==> src/rtl/npe_pkg.sv <==
// Shared types and constants for the next-permutation engine.
// No dependencies; used by the front, back and top level.
`timescale 1ns / 1ps
`default_nettype none

package npe_pkg;

  // Width of the value fields on the ports.
  localparam int VALUE_WIDTH = 32;

  // Entries in the queue between the front and back parts.
  localparam int QUEUE_DEPTH = 2;

  // How the front classified one request.
  typedef struct packed {
    logic last;  // closes the sequence
    logic keep;  // element is stored (capacity not yet reached)
    logic ovf;   // an element of this sequence has been dropped so far
  } npe_flags_t;

endpackage

`default_nettype wire

==> src/rtl/npe_queue.sv <==
// Small FIFO between the front and the back of the engine.
// Generic: width and depth come from the instantiating module.
`timescale 1ns / 1ps
`default_nettype none

module npe_queue #(
  parameter int WIDTH = 8,
  parameter int DEPTH = 2
) (
  input  wire logic             clk,
  input  wire logic             rst,
  input  wire logic             push,
  output logic                  push_ready,
  input  wire logic [WIDTH-1:0] push_data,
  output logic                  pop_valid,
  input  wire logic             pop,
  output logic      [WIDTH-1:0] pop_data
);

  localparam int PW = (DEPTH > 1) ? $clog2(DEPTH) : 1;
  localparam int CNTW = $clog2(DEPTH + 1);

  logic [WIDTH-1:0] slots [DEPTH];
  logic [PW-1:0]    wr_ptr;
  logic [PW-1:0]    rd_ptr;
  logic [CNTW-1:0]  fill;
  logic             do_push;
  logic             do_pop;

  assign push_ready = (fill != CNTW'(DEPTH));
  assign pop_valid  = (fill != '0);
  assign pop_data   = slots[rd_ptr];
  assign do_push    = push && push_ready;
  assign do_pop     = pop && pop_valid;

  always_ff @(posedge clk) begin
    if (rst) begin
      wr_ptr <= '0;
      rd_ptr <= '0;
      fill   <= '0;
    end else begin
      if (do_push) begin
        wr_ptr <= (wr_ptr == PW'(DEPTH - 1)) ? '0 : wr_ptr + PW'(1);
      end
      if (do_pop) begin
        rd_ptr <= (rd_ptr == PW'(DEPTH - 1)) ? '0 : rd_ptr + PW'(1);
      end
      if (do_push && !do_pop) begin
        fill <= fill + CNTW'(1);
      end else if (do_pop && !do_push) begin
        fill <= fill - CNTW'(1);
      end
    end
  end

  always_ff @(posedge clk) begin
    if (do_push) begin
      slots[wr_ptr] <= push_data;
    end
  end

endmodule

`default_nettype wire

==> src/rtl/npe_front.sv <==
// Front part: accepts requests, counts elements, decides store or drop.
// Uses npe_pkg for the classification flags; feeds npe_queue.
`timescale 1ns / 1ps
`default_nettype none

module npe_front #(
  parameter int MAX_LEN    = 16,
  parameter int ELEM_WIDTH = 32
) (
  input  wire logic                                  clk,
  input  wire logic                                  rst,
  input  wire logic                                  valid,
  output logic                                       ready,
  input  wire logic signed [npe_pkg::VALUE_WIDTH-1:0] value,
  input  wire logic                                  last,
  output logic                                       push,
  input  wire logic                                  push_ready,
  output logic             [ELEM_WIDTH-1:0]          elem,
  output logic             [$clog2(MAX_LEN)-1:0]     addr,
  output logic             [$clog2(MAX_LEN+1)-1:0]   count_after,
  output npe_pkg::npe_flags_t                        flags
);

  localparam int IW = $clog2(MAX_LEN);
  localparam int CW = $clog2(MAX_LEN + 1);

  logic [CW-1:0] count;
  logic          ovf;
  logic          keep;

  always_comb begin
    keep        = (count < CW'(MAX_LEN));
    ready       = push_ready;
    push        = valid && push_ready;
    // Bits above ELEM_WIDTH are ignored; narrower ports zero-extend.
    elem        = ELEM_WIDTH'($unsigned(value));
    addr        = count[IW-1:0];
    count_after = keep ? count + CW'(1) : count;
    flags.last  = last;
    flags.keep  = keep;
    flags.ovf   = ovf || !keep;
  end

  always_ff @(posedge clk) begin
    if (rst) begin
      count <= '0;
      ovf   <= 1'b0;
    end else if (push) begin
      if (last) begin
        count <= '0;
        ovf   <= 1'b0;
      end else begin
        count <= count_after;
        ovf   <= flags.ovf;
      end
    end
  end

endmodule

`default_nettype wire

==> src/rtl/npe_back.sv <==
// Back part: loads elements into the store, rewrites it into the next
// permutation, and streams it out. Uses npe_pkg; fed by npe_queue.
`timescale 1ns / 1ps
`default_nettype none

module npe_back #(
  parameter int MAX_LEN    = 16,
  parameter int ELEM_WIDTH = 32
) (
  input  wire logic                                   clk,
  input  wire logic                                   rst,
  input  wire logic                                   q_valid,
  output logic                                        q_ready,
  input  wire logic        [ELEM_WIDTH-1:0]           q_elem,
  input  wire logic        [$clog2(MAX_LEN)-1:0]      q_addr,
  input  wire logic        [$clog2(MAX_LEN+1)-1:0]    q_count,
  input  wire npe_pkg::npe_flags_t                    q_flags,
  output logic                                        result_valid,
  input  wire logic                                   result_ready,
  output logic signed      [npe_pkg::VALUE_WIDTH-1:0] result_value,
  output logic                                        result_last,
  output logic                                        truncated
);

  localparam int IW = $clog2(MAX_LEN);
  localparam int CW = $clog2(MAX_LEN + 1);
  localparam int VW = npe_pkg::VALUE_WIDTH;

  localparam logic [2:0] S_LOAD = 3'd0;
  localparam logic [2:0] S_ASC  = 3'd1;
  localparam logic [2:0] S_SUCC = 3'd2;
  localparam logic [2:0] S_SWAP = 3'd3;
  localparam logic [2:0] S_REV  = 3'd4;
  localparam logic [2:0] S_REVL = 3'd5;
  localparam logic [2:0] S_REVH = 3'd6;
  localparam logic [2:0] S_EMIT = 3'd7;

  // Element store, one write and two read ports, read data registered.
  logic [ELEM_WIDTH-1:0] store [MAX_LEN];
  logic [ELEM_WIDTH-1:0] qa;
  logic [ELEM_WIDTH-1:0] qb;
  logic                  re_a;
  logic                  re_b;
  logic [IW-1:0]         ra;
  logic [IW-1:0]         rb;
  logic                  we;
  logic [IW-1:0]         wa;
  logic [ELEM_WIDTH-1:0] wd;

  logic [2:0]            state, state_next;
  logic [CW-1:0]         n, n_next;
  logic                  ovf, ovf_next;
  logic [IW-1:0]         p, p_next;
  logic                  chk, chk_next;
  logic [IW-1:0]         chk_idx, chk_idx_next;
  logic [IW-1:0]         piv_i, piv_i_next;
  logic [ELEM_WIDTH-1:0] pivot, pivot_next;
  logic [IW-1:0]         j, j_next;
  logic [IW-1:0]         lo, lo_next;
  logic [IW-1:0]         hi, hi_next;
  logic [CW-1:0]         k, k_next;
  logic                  pend, pend_next;
  logic                  pend_last, pend_last_next;
  logic                  mv;
  logic                  iss;
  logic [CW-1:0]         qn_m2;
  logic [CW-1:0]         n_m1;
  logic [IW-1:0]         lo_inc;
  logic [IW-1:0]         hi_dec;

  always_comb begin
    state_next     = state;
    n_next         = n;
    ovf_next       = ovf;
    p_next         = p;
    chk_next       = chk;
    chk_idx_next   = chk_idx;
    piv_i_next     = piv_i;
    pivot_next     = pivot;
    j_next         = j;
    lo_next        = lo;
    hi_next        = hi;
    k_next         = k;
    q_ready        = 1'b0;
    re_a           = 1'b0;
    re_b           = 1'b0;
    ra             = '0;
    rb             = '0;
    we             = 1'b0;
    wa             = '0;
    wd             = '0;
    iss            = 1'b0;
    qn_m2          = q_count - CW'(2);
    n_m1           = n - CW'(1);
    lo_inc         = lo + IW'(1);
    hi_dec         = hi - IW'(1);
    mv             = pend && (!result_valid || result_ready);

    unique case (state)
      S_LOAD: begin
        q_ready = 1'b1;
        if (q_valid) begin
          if (q_flags.keep) begin
            we = 1'b1;
            wa = q_addr;
            wd = q_elem;
          end
          if (q_flags.last) begin
            n_next   = q_count;
            ovf_next = q_flags.ovf;
            if (q_count < CW'(2)) begin
              lo_next    = '0;
              hi_next    = '0;
              state_next = S_REV;
            end else begin
              p_next     = qn_m2[IW-1:0];
              chk_next   = 1'b0;
              state_next = S_ASC;
            end
          end
        end
      end

      // Walk pairs from the right; one read pair issued per cycle.
      S_ASC: begin
        re_a         = 1'b1;
        re_b         = 1'b1;
        ra           = p;
        rb           = p + IW'(1);
        chk_next     = 1'b1;
        chk_idx_next = p;
        p_next       = (p == '0) ? p : p - IW'(1);
        if (chk) begin
          if ($signed(qa) < $signed(qb)) begin
            piv_i_next = chk_idx;
            pivot_next = qa;
            p_next     = n_m1[IW-1:0];
            chk_next   = 1'b0;
            state_next = S_SUCC;
          end else if (chk_idx == '0) begin
            // No ascent: reverse the whole sequence.
            lo_next    = '0;
            hi_next    = n_m1[IW-1:0];
            state_next = S_REV;
          end
        end
      end

      // Rightmost element above the pivot; the one after it always qualifies.
      S_SUCC: begin
        re_a         = 1'b1;
        ra           = p;
        chk_next     = 1'b1;
        chk_idx_next = p;
        p_next       = (p == '0) ? p : p - IW'(1);
        if (chk && ($signed(qa) > $signed(pivot))) begin
          we         = 1'b1;
          wa         = piv_i;
          wd         = qa;
          j_next     = chk_idx;
          state_next = S_SWAP;
        end
      end

      S_SWAP: begin
        we         = 1'b1;
        wa         = j;
        wd         = pivot;
        lo_next    = piv_i + IW'(1);
        hi_next    = n_m1[IW-1:0];
        state_next = S_REV;
      end

      S_REV: begin
        if (lo < hi) begin
          re_a       = 1'b1;
          re_b       = 1'b1;
          ra         = lo;
          rb         = hi;
          state_next = S_REVL;
        end else begin
          k_next     = '0;
          state_next = S_EMIT;
        end
      end

      S_REVL: begin
        we         = 1'b1;
        wa         = lo;
        wd         = qb;
        state_next = S_REVH;
      end

      // Finish the swap and fetch the next pair in the same cycle.
      S_REVH: begin
        we      = 1'b1;
        wa      = hi;
        wd      = qa;
        lo_next = lo_inc;
        hi_next = hi_dec;
        if (lo_inc < hi_dec) begin
          re_a       = 1'b1;
          re_b       = 1'b1;
          ra         = lo_inc;
          rb         = hi_dec;
          state_next = S_REVL;
        end else begin
          k_next     = '0;
          state_next = S_EMIT;
        end
      end

      S_EMIT: begin
        iss = (k != n) && (!pend || mv);
        if (iss) begin
          re_a   = 1'b1;
          ra     = k[IW-1:0];
          k_next = k + CW'(1);
        end
        if ((k == n) && !pend) begin
          state_next = S_LOAD;
        end
      end

      default: begin
        state_next = S_LOAD;
      end
    endcase

    pend_next      = iss ? 1'b1 : (mv ? 1'b0 : pend);
    pend_last_next = iss ? ((k + CW'(1)) == n) : pend_last;
  end

  always_ff @(posedge clk) begin
    if (we) begin
      store[wa] <= wd;
    end
    if (re_a) begin
      qa <= store[ra];
    end
    if (re_b) begin
      qb <= store[rb];
    end
  end

  always_ff @(posedge clk) begin
    if (rst) begin
      state        <= S_LOAD;
      chk          <= 1'b0;
      pend         <= 1'b0;
      result_valid <= 1'b0;
    end else begin
      state <= state_next;
      chk   <= chk_next;
      pend  <= pend_next;
      if (mv) begin
        result_valid <= 1'b1;
      end else if (result_ready) begin
        result_valid <= 1'b0;
      end
    end
  end

  always_ff @(posedge clk) begin
    n         <= n_next;
    ovf       <= ovf_next;
    p         <= p_next;
    chk_idx   <= chk_idx_next;
    piv_i     <= piv_i_next;
    pivot     <= pivot_next;
    j         <= j_next;
    lo        <= lo_next;
    hi        <= hi_next;
    k         <= k_next;
    pend_last <= pend_last_next;
    if (mv) begin
      result_value <= VW'(qa);
      result_last  <= pend_last;
      truncated    <= ovf;
    end
  end

endmodule

`default_nettype wire

==> src/rtl/next_permutation_engine.sv <==
// Next lexicographic permutation of a sequence of up to MAX_LEN elements.
// Loading accepts one element per cycle while the queue has room. After the closing
// request the back part runs the ascent search, then, if an ascent is found, the
// successor search and the swap, then the reversal and the output; it takes no new
// element until the last result has gone to the output register.
// Reset clears control state only; the element store needs no clearing.
`timescale 1ns / 1ps
`default_nettype none

module next_permutation_engine #(
  parameter int MAX_LEN    = 16,
  parameter int ELEM_WIDTH = 32
) (
  input  wire logic                                   clk,
  input  wire logic                                   rst,
  input  wire logic                                   valid,
  output logic                                        ready,
  input  wire logic signed [npe_pkg::VALUE_WIDTH-1:0] value,
  input  wire logic                                   last,
  output logic                                        result_valid,
  input  wire logic                                   result_ready,
  output logic signed      [npe_pkg::VALUE_WIDTH-1:0] result_value,
  output logic                                        result_last,
  output logic                                        truncated
);

  localparam int IW = $clog2(MAX_LEN);
  localparam int CW = $clog2(MAX_LEN + 1);
  localparam int FW = $bits(npe_pkg::npe_flags_t);
  localparam int QW = ELEM_WIDTH + IW + CW + FW;

  logic                  f_push;
  logic                  f_push_ready;
  logic [ELEM_WIDTH-1:0] f_elem;
  logic [IW-1:0]         f_addr;
  logic [CW-1:0]         f_count;
  npe_pkg::npe_flags_t   f_flags;

  logic                  q_valid;
  logic                  q_ready;
  logic [QW-1:0]         q_data;
  logic [ELEM_WIDTH-1:0] q_elem;
  logic [IW-1:0]         q_addr;
  logic [CW-1:0]         q_count;
  npe_pkg::npe_flags_t   q_flags;

  npe_front #(
    .MAX_LEN    (MAX_LEN),
    .ELEM_WIDTH (ELEM_WIDTH)
  ) u_front (
    .clk         (clk),
    .rst         (rst),
    .valid       (valid),
    .ready       (ready),
    .value       (value),
    .last        (last),
    .push        (f_push),
    .push_ready  (f_push_ready),
    .elem        (f_elem),
    .addr        (f_addr),
    .count_after (f_count),
    .flags       (f_flags)
  );

  npe_queue #(
    .WIDTH (QW),
    .DEPTH (npe_pkg::QUEUE_DEPTH)
  ) u_queue (
    .clk        (clk),
    .rst        (rst),
    .push       (f_push),
    .push_ready (f_push_ready),
    .push_data  ({f_elem, f_addr, f_count, f_flags}),
    .pop_valid  (q_valid),
    .pop        (q_ready),
    .pop_data   (q_data)
  );

  assign {q_elem, q_addr, q_count, q_flags} = q_data;

  npe_back #(
    .MAX_LEN    (MAX_LEN),
    .ELEM_WIDTH (ELEM_WIDTH)
  ) u_back (
    .clk          (clk),
    .rst          (rst),
    .q_valid      (q_valid),
    .q_ready      (q_ready),
    .q_elem       (q_elem),
    .q_addr       (q_addr),
    .q_count      (q_count),
    .q_flags      (q_flags),
    .result_valid (result_valid),
    .result_ready (result_ready),
    .result_value (result_value),
    .result_last  (result_last),
    .truncated    (truncated)
  );

endmodule

`default_nettype wire
==> config.mk <==
export PLATFORM = sky130hd
export DESIGN_NAME = next_permutation_engine
export DESIGN_NICKNAME = d
export VERILOG_FILES = /design/src/rtl/npe_pkg.sv /design/src/rtl/npe_queue.sv /design/src/rtl/npe_front.sv /design/src/rtl/npe_back.sv /design/src/rtl/next_permutation_engine.sv
export SDC_FILE = /design/constraint.sdc
export NUM_CORES = 1
export LEC_CHECK = 0
export CAP_MARGIN = 30
export CORE_MARGIN = 3
export CORE_UTILIZATION = 25
export CTS_BUF_LIST = sky130_fd_sc_hd__clkbuf_8
export DETAILED_ROUTE_END_ITERATION = 8
export DONT_BUFFER_PORTS = 1
export GPL_ROUTABILITY_DRIVEN = 0
export GPL_TIMING_DRIVEN = 1
export SYNTH_ARGS = -nofsm -noshare
export SYNTH_HDL_FRONTEND = slang
export SYNTH_SLANG_ARGS = --single-unit
export TNS_END_PERCENT = 50
==> constraint.sdc <==
create_clock -name clk -period 6.52 [get_ports clk]
set_input_delay 0.326 -clock clk [delete_from_list [all_inputs] [get_ports clk]]
set_output_delay 0.326 -clock clk [all_outputs]
set_load 0.005 [all_outputs]
Yosys cells after proc, flatten, opt, wreduce, memory -nomap -nowiden
Memory sizes are Yosys's and may differ from the RTL's. A register that Yosys moved wholly into a read port is not among the register bits.
Cells that the tools add are included.
{"block": "classes", "n_addsub": 13, "order_cmp": 6, "eq_ne": 24, "n_mux": 82, "reduce_logical": 36}
{"cell": "$pmux W32 S5", "n": 1}
{"cell": "$mux W32", "n": 3}
{"cell": "$mux W4", "n": 23}
{"cell": "$pmux W4 S4", "n": 3}
{"cell": "$gt A32 B32 Y1", "n": 1}
{"cell": "$lt A32 B32 Y1", "n": 1}
{"cell": "$mux W1", "n": 26}
{"cell": "$mux W5", "n": 5}
{"cell": "$mux W3", "n": 8}
{"cell": "$pmux W3 S8", "n": 1}
{"cell": "$pmux W4 S3", "n": 2}
{"cell": "$pmux W4 S5", "n": 1}
{"cell": "$pmux W5 S3", "n": 1}
{"cell": "$ne A2 B2 Y1 const B", "n": 7}
{"cell": "$add A4 B1 Y4 const B", "n": 3}
{"cell": "$eq A3 B3 Y1 const B", "n": 4}
{"cell": "$ne A2 B1 Y1 const B", "n": 6}
{"cell": "$sub A4 B1 Y4 const B", "n": 3}
{"cell": "$add A5 B1 Y5 const B", "n": 2}
{"cell": "$eq A5 B5 Y1", "n": 2}
{"cell": "$logic_and A1 B1 Y1", "n": 9}
{"cell": "$pmux W1 S3", "n": 3}
{"cell": "$logic_not A4 Y1", "n": 2}
{"cell": "$lt A4 B4 Y1", "n": 2}
{"cell": "25 further kinds", "n": 42}
{"block": "totals", "register_bits": 118, "mem_bits_rw": 600, "out_inout_bits": 36, "wordCells": 186, "mem_count": 2}
{"memory": "u_back.store", "depth": 16, "width": 32, "rd": 2, "rd_clocked_by_memory_dff": 2, "write_ports": 1, "line_no": "npe_back.sv:39", "rtl": "logic [ELEM_WIDTH-1:0] store [MAX_LEN];"}
{"memory": "u_queue.slots", "depth": 2, "width": 44, "rd": 1, "rd_clocked_by_memory_dff": 1, "write_ports": 1, "line_no": "npe_queue.sv:23", "rtl": "logic [WIDTH-1:0] slots [DEPTH];"}

Longest topological paths before layout
{"block": "depth", "word_depth": 7, "depth_mapped": 17, "depth_no_buf": 13}

Modules after synthesis
Synthesis repeated with hierarchy kept, for this count alone.
{"block": "hier_totals", "hier_cells": 3143, "hier_area_um2": 38685.9}
{"mod": "npe_back", "instances": 1, "cells_per_inst": 2908, "area_per_inst_um2": 34683.3}
{"mod": "npe_queue", "instances": 1, "cells_per_inst": 161, "area_per_inst_um2": 3390.8}
{"mod": "npe_front", "instances": 1, "cells_per_inst": 74, "area_per_inst_um2": 611.8}

Worst setup path after synthesis
OpenSTA, ideal clock, no wires.
{"block": "synth_path", "path_kind": "flip-flop to flip-flop", "startpoint": "register u_back.qa[31] (read register of u_back.store)", "endpoint": "memory u_back.store[3][0], enable pin", "setup_ps": 421, "arrival_ps": 3860, "path_slack_ps": 2239, "path_stages_with_launch": 11, "n_path_buf": 0, "synth_period_minus_slack_ps": 4281, "path_cell_list": "edfxtp_1 ha_1 nand4_1 nor2_1 a221o_1 a211o_1 a21oi_1 xnor2_1 nor2_1 o221ai_1 nor2_1"}
{"block": "synth_via", "elab_chain_cells": 6, "elab_cells_between_ends": 8, "cone_classes": "1 x order compare; 6 x mux; 1 x reduce/logical"}
{"element": "from (decl)", "line_no": "npe_back.sv:40", "rtl": "logic [ELEM_WIDTH-1:0] qa;"}
{"element": "$gt A32 B32 Y1 (*)", "line_no": "npe_back.sv:156", "rtl": "if (chk && ($signed(qa) > $signed(pivot))) begin"}
{"element": "$logic_and A1 B1 Y1 (*)", "line_no": "npe_back.sv:156"}
{"element": "$mux W1", "line_no": "npe_back.sv:156"}
{"element": "$pmux W1 S3", "line_no": "npe_back.sv:99", "rtl": "unique case (state)"}
{"element": "$mux W1", "line_no": "npe_back.sv:235", "rtl": "if (we) begin"}
{"element": "$mux W1 (not written as such)", "line_no": "npe_back.sv:236", "rtl": "store[wa] <= wd;"}
{"element": "to (decl)", "line_no": "npe_back.sv:39"}
Every way passes the cells marked *; elsewhere a longest branch is shown, timed or not.

Worst setup path in the final report
{"block": "layout_path", "startpoint": "register u_back.lo[0]", "endpoint": "register u_back.qb[18] (read register of u_back.store) (data pin)"}
{"block": "layout_via", "elab_chain_cells": 4, "elab_cells_between_ends": 9, "cone_classes": "1 x add/sub; 2 x order compare; 6 x mux"}
{"element": "from (decl)", "line_no": "npe_back.sv:59", "rtl": "logic [IW-1:0] lo, lo_next;"}
{"element": "from (signal assigned)", "line_no": "npe_back.sv:272", "rtl": "lo <= lo_next;"}
{"element": "$add A4 B1 Y4", "line_no": "npe_back.sv:95", "rtl": "lo_inc = lo + IW'(1);"}
{"element": "$lt A4 B4 Y1", "line_no": "npe_back.sv:201", "rtl": "if (lo_inc < hi_dec) begin"}
{"element": "$mux W4 / $mux W1 (equally long branches)", "line_no": "npe_back.sv:201"}
{"element": "$pmux W4 S3 / $pmux W1 S3 (equally long branches)", "line_no": "npe_back.sv:99"}
{"element": "to (decl)", "line_no": "npe_back.sv:41", "rtl": "logic [ELEM_WIDTH-1:0] qb;"}
Parallel ways exist; a longest one is shown, timed or not.
A chain may end at the register's enable or synchronous reset.

==> results.rst <==
.. list-table::
   :header-rows: 1

   * - Metric
     - Value
   * - Synthesized net count
     - 3544
   * - Leading register cell type out of synthesis
     - sky130_fd_sc_hd__edfxtp_1
   * - Multiplexer share of the synthesized area
     - 0.0248
   * - Initial cell density of the core
     - 0.253
   * - Crit path capture type
     - flip-flop
   * - Worst path slowest cell
     - sky130_fd_sc_hd__nor4_1
   * - Path type of the worst min-delay path
     - in -> reg
   * - Proportion of power drawn by the clock network
     - 0.215
   * - CTS H-tree depth
     - 4
   * - Result of the run
     - finished clean
   * - Sink count of the clock tree
     - 783
   * - Largest family of logic cells by synthesized area
     - simple AND/OR/NAND/NOR gates
   * - Worst-case register-to-register setup slack
     - 1.41 ns
   * - Total overflow reported by the global router
     - 0
   * - Chain of cells forming the critical path
     - ha_1 > xnor2_1 > inv_1 > ha_1 > a21oi_1 > o21ai_1 > a21oi_1 > nor3b_1 > a221o_4 > buf_12 > nand2_1 > nand3_1 > a21oi_1 > nor4_1
   * - Clock transition time at the flip-flop clock pins of the worst setup and hold paths
     - 0.07 ns
   * - Min Clock Period, post-route
     - 5.11 ns
   * - Later-pin clock latency in the skew report
     - 0.81 ns
   * - Largest net degree at the start of global routing
     - 80
   * - Setup repair after global routing missed its margin
     - no
   * - Count of hold-fix buffers inserted at cts
     - 36
   * - Cells taking the most area after synthesis
     - sky130_fd_sc_hd__edfxtp_1 61%, sky130_fd_sc_hd__nand2_1 9.2%, sky130_fd_sc_hd__nand3_1 5.0%
   * - DIE AREA
     - 154000 um2
   * - Number of top-level design ports
     - 73
   * - Net switching share of the total power
     - 0.418
   * - CP Buf/Inv Count
     - 2
   * - Simple-gate area share of the yosys netlist
     - 0.181
   * - TritonCTS clock tree
     - done
   * - Worst EP arrival
     - 5.57 ns
   * - Final Skew
     - 0.0422 ns
   * - Startpoint types
     - flip-flop
   * - Family with the most delay on the worst path
     - simple AND/OR/NAND/NOR gates
   * - Number of placement rows
     - 141
   * - Detail-routed via count per cell
     - between 5 and 6
   * - Post-synthesis xor/xnor area fraction
     - 0.00678
   * - Final layout net count
     - 3580
   * - Die Ht
     - 393 um
   * - Cell type with the largest total area after synthesis
     - sky130_fd_sc_hd__edfxtp_1
   * - Clock root buffer
     - sky130_fd_sc_hd__clkbuf_8
   * - Count of max-cap constraint violations
     - 0
   * - Total negative setup slack
     - 0 ns
   * - CTS Buffer Depth
     - 3
   * - Asr flop ratio synth
     - 0
   * - HPWL after DPL
     - 77200 um
   * - Area Overhead vs Synth
     - 14.7%
   * - Slew at the pin closest to its max-slew limit
     - 1.16 ns
   * - Total of buffers placed on input and output ports
     - 0
   * - Buffers inserted by post-CTS timing repair
     - 0
   * - Power share of the sequential group
     - 0.381
   * - Internal power consumption
     - 11900 uW
   * - Static leakage power
     - 0.0154 uW
   * - Length of the first detailed-routing pass in iterations
     - 6
   * - Post-synth EDFFs
     - 766
   * - GRT Resource Usage Total
     - 0.156
   * - Vias in the first global route
     - ~27000
   * - Standard cell core area
     - between 100000 and 150000 um2
   * - Critical-path maximum fanout
     - 49
   * - Synthesized netlist cell count
     - 3428
   * - Setup ws final
     - around 1.4 ns
   * - Power dissipated by switching net loads
     - ~8500 uW
   * - Width of the chip
     - between 300 and 400 um
   * - Maximum vdd ir drop
     - around 360 uV
   * - Filler cells
     - 14969
   * - Final setup fails
     - 0
   * - Ratio of total power to cell area
     - 475 nW/um2
   * - Library cell appearing most often on the critical path
     - sky130_fd_sc_hd__a21oi_1
   * - Wire length of the first global-routing pass
     - 181000 um
   * - Seq cells post-synth
     - a little under 800
   * - Share of the synthesized area in the top cell type
     - 0.614
   * - Fraction of final layout cells sized beyond drive strength 1
     - 0.0938
   * - Most common library cell in the layout ignoring fill and taps
     - sky130_fd_sc_hd__nand2_1
   * - Post-detailed-routing wire length
     - approximately 120000 um
   * - Starting DRT DRC Count
     - 3978
   * - Critical Setup Path Class
     - reg -> reg
   * - Number of buffers created by CTS
     - about 130
   * - Count of unresolved DRC violations after routing
     - 0
   * - Yosys warning count
     - 0
   * - Number of nets still failing antenna checks after routing
     - 0
   * - Number of antenna violations at the first check in global routing
     - 3
   * - DR WL/cell
     - 22.5 um
   * - Upper clock frequency limit
     - 196 MHz
   * - Worst stage delay on the critical path
     - between 0.7 and 0.8 ns
   * - Post_cts resized
     - 0
   * - Post-synthesis instance area
     - between 30000 and 40000 um2
   * - Compound-gate portion of the synthesized area
     - 0.0994
   * - Final worst-path cycle share
     - 0.784
   * - Post-synthesis adder-cell area fraction
     - 0.0264
   * - Vias after detailed routing
     - 28554
   * - Final slew viol count
     - 0
   * - Number of failing hold endpoints at the final stage
     - 0
   * - Worst Setup Slack post-DPL
     - 1.54 ns
   * - Share of synthesized area occupied by flip-flops and latches
     - 0.623
   * - Combinational fraction of design power
     - 0.404
   * - Synth Area per Inst
     - 10.9 um2
   * - Required @ worst endpoint
     - ~7 ns
   * - Number of different library cells in the post-synthesis netlist
     - 82
   * - Remaining max-slew budget at the tightest pin
     - 0.225
   * - Highest-count cells in the layout ignoring fill and taps
     - 912 x sky130_fd_sc_hd__nand2_1, 766 x sky130_fd_sc_hd__edfxtp_1, 372 x sky130_fd_sc_hd__nand3_1, 228 x sky130_fd_sc_hd__a21oi_1, 140 x sky130_fd_sc_hd__clkbuf_8
Yosys cell counts, types with 8 or more instances:
cell,count
sky130_fd_sc_hd__a211oi_1,43
sky130_fd_sc_hd__a21oi_1,229
sky130_fd_sc_hd__a221o_1,34
sky130_fd_sc_hd__a22o_1,36
sky130_fd_sc_hd__a31oi_1,52
sky130_fd_sc_hd__a32oi_1,25
sky130_fd_sc_hd__and3_1,36
sky130_fd_sc_hd__buf_1,22
sky130_fd_sc_hd__buf_2,94
sky130_fd_sc_hd__buf_4,13
sky130_fd_sc_hd__buf_6,8
sky130_fd_sc_hd__clkbuf_1,86
sky130_fd_sc_hd__dfxtp_1,17
sky130_fd_sc_hd__edfxtp_1,766
sky130_fd_sc_hd__ha_1,79
sky130_fd_sc_hd__inv_1,89
sky130_fd_sc_hd__mux2i_1,85
sky130_fd_sc_hd__nand2_1,916
sky130_fd_sc_hd__nand2b_1,17
sky130_fd_sc_hd__nand3_1,373
sky130_fd_sc_hd__nand4_1,12
sky130_fd_sc_hd__nor2_1,118
sky130_fd_sc_hd__nor3_1,16
sky130_fd_sc_hd__nor4_1,36
sky130_fd_sc_hd__o21ai_0,34
sky130_fd_sc_hd__o21ai_1,22
sky130_fd_sc_hd__o221ai_1,13
sky130_fd_sc_hd__o22ai_1,11
sky130_fd_sc_hd__xnor2_1,19
sky130_fd_sc_hd__xor2_1,10
final timing paths:
kind | depth (start not counted) | start | to
worst max-delay path | 14 | u_back.lo[0] | u_back.qb[18]
worst min-delay path | 1 | value[30] | u_queue.slots[1][42]
worst min register to register | 0 | u_back.pend_last | u_back.result_last
worst max register to register | 14 | u_back.lo[0] | u_back.qb[18]
metal layers:
metal  GRT usage  part of all wire
met2       0.247              0.46
met4      0.0644             0.039
met1       0.206              0.40
met5           0                 0
met3      0.0328              0.11
state kept, by name, summed over array words and instances (netlist names), 5 cells and up, named ones only:
name / flops
u_back.k: 5
u_back.n: 5
u_back.pivot: 32
u_back.qa: 32
u_back.qb: 32
u_back.result_value: 32
u_back.store: 512
u_front.count: 5
u_queue.slots: 88
power groups by stage:
stage	Combinational [uW]	Clock, uW	Sequential, uW
2_1_floorplan	4910	0	7550
3_3_place_gp	7920	0	7830
3_5_place_dp	8010	0	7850
4_1_cts	8070	4460	7750
5_1_grt	8800	4680	7840
6_report	8230	4390	7770
per-stage QoR:
stage / hold WS [ns] / total power [uW] / util / instances / area [um2]
floorplan: 0.400 / 12500 / - / 3428 / 37400
finish: 0.184 / 20400 / 0.290 / 5493 / 43000
CTS: 0.0997 / 20300 / 0.290 / 5490 / 43000
global route: 0.146 / 21300 / 0.290 / 5492 / 43000
detailed placement: 0.401 / 15900 / 0.270 / 5223 / 40000
global placement: 0.401 / 15800 / 0.269 / 5216 / 39900
kinds of logic (layout without fill, tap and decap cells):
group	Yosys count	in the layout
AND/OR/NAND/NOR	1567	1567
XOR/XNOR	29	29
buffers and inverters	316	449
AO/OA/AOI/OAI	562	562
other	0	2
adder cells (fa/ha/maj)	79	79
multiplexers	92	92
flip-flops	783	783
final cells by class:
cell class | instances | area, um2 | share of cell area
Antenna cell | 2 | 5.00 | 0.000116
Clock buffer | 140 | 1930 | 0.0448
Timing Repair Buffer | 127 | 1310 | 0.0306
Multi-Input combinational cell | 2329 | 13000 | 0.302
Clock inverter | 91 | 633 | 0.0147
Sequential cell | 783 | 23300 | 0.543
Tap cell | 1930 | 2410 | 0.0562
Inverter | 91 | 342 | 0.00795
No activity file was read; power rests on OpenSTA's default activity.
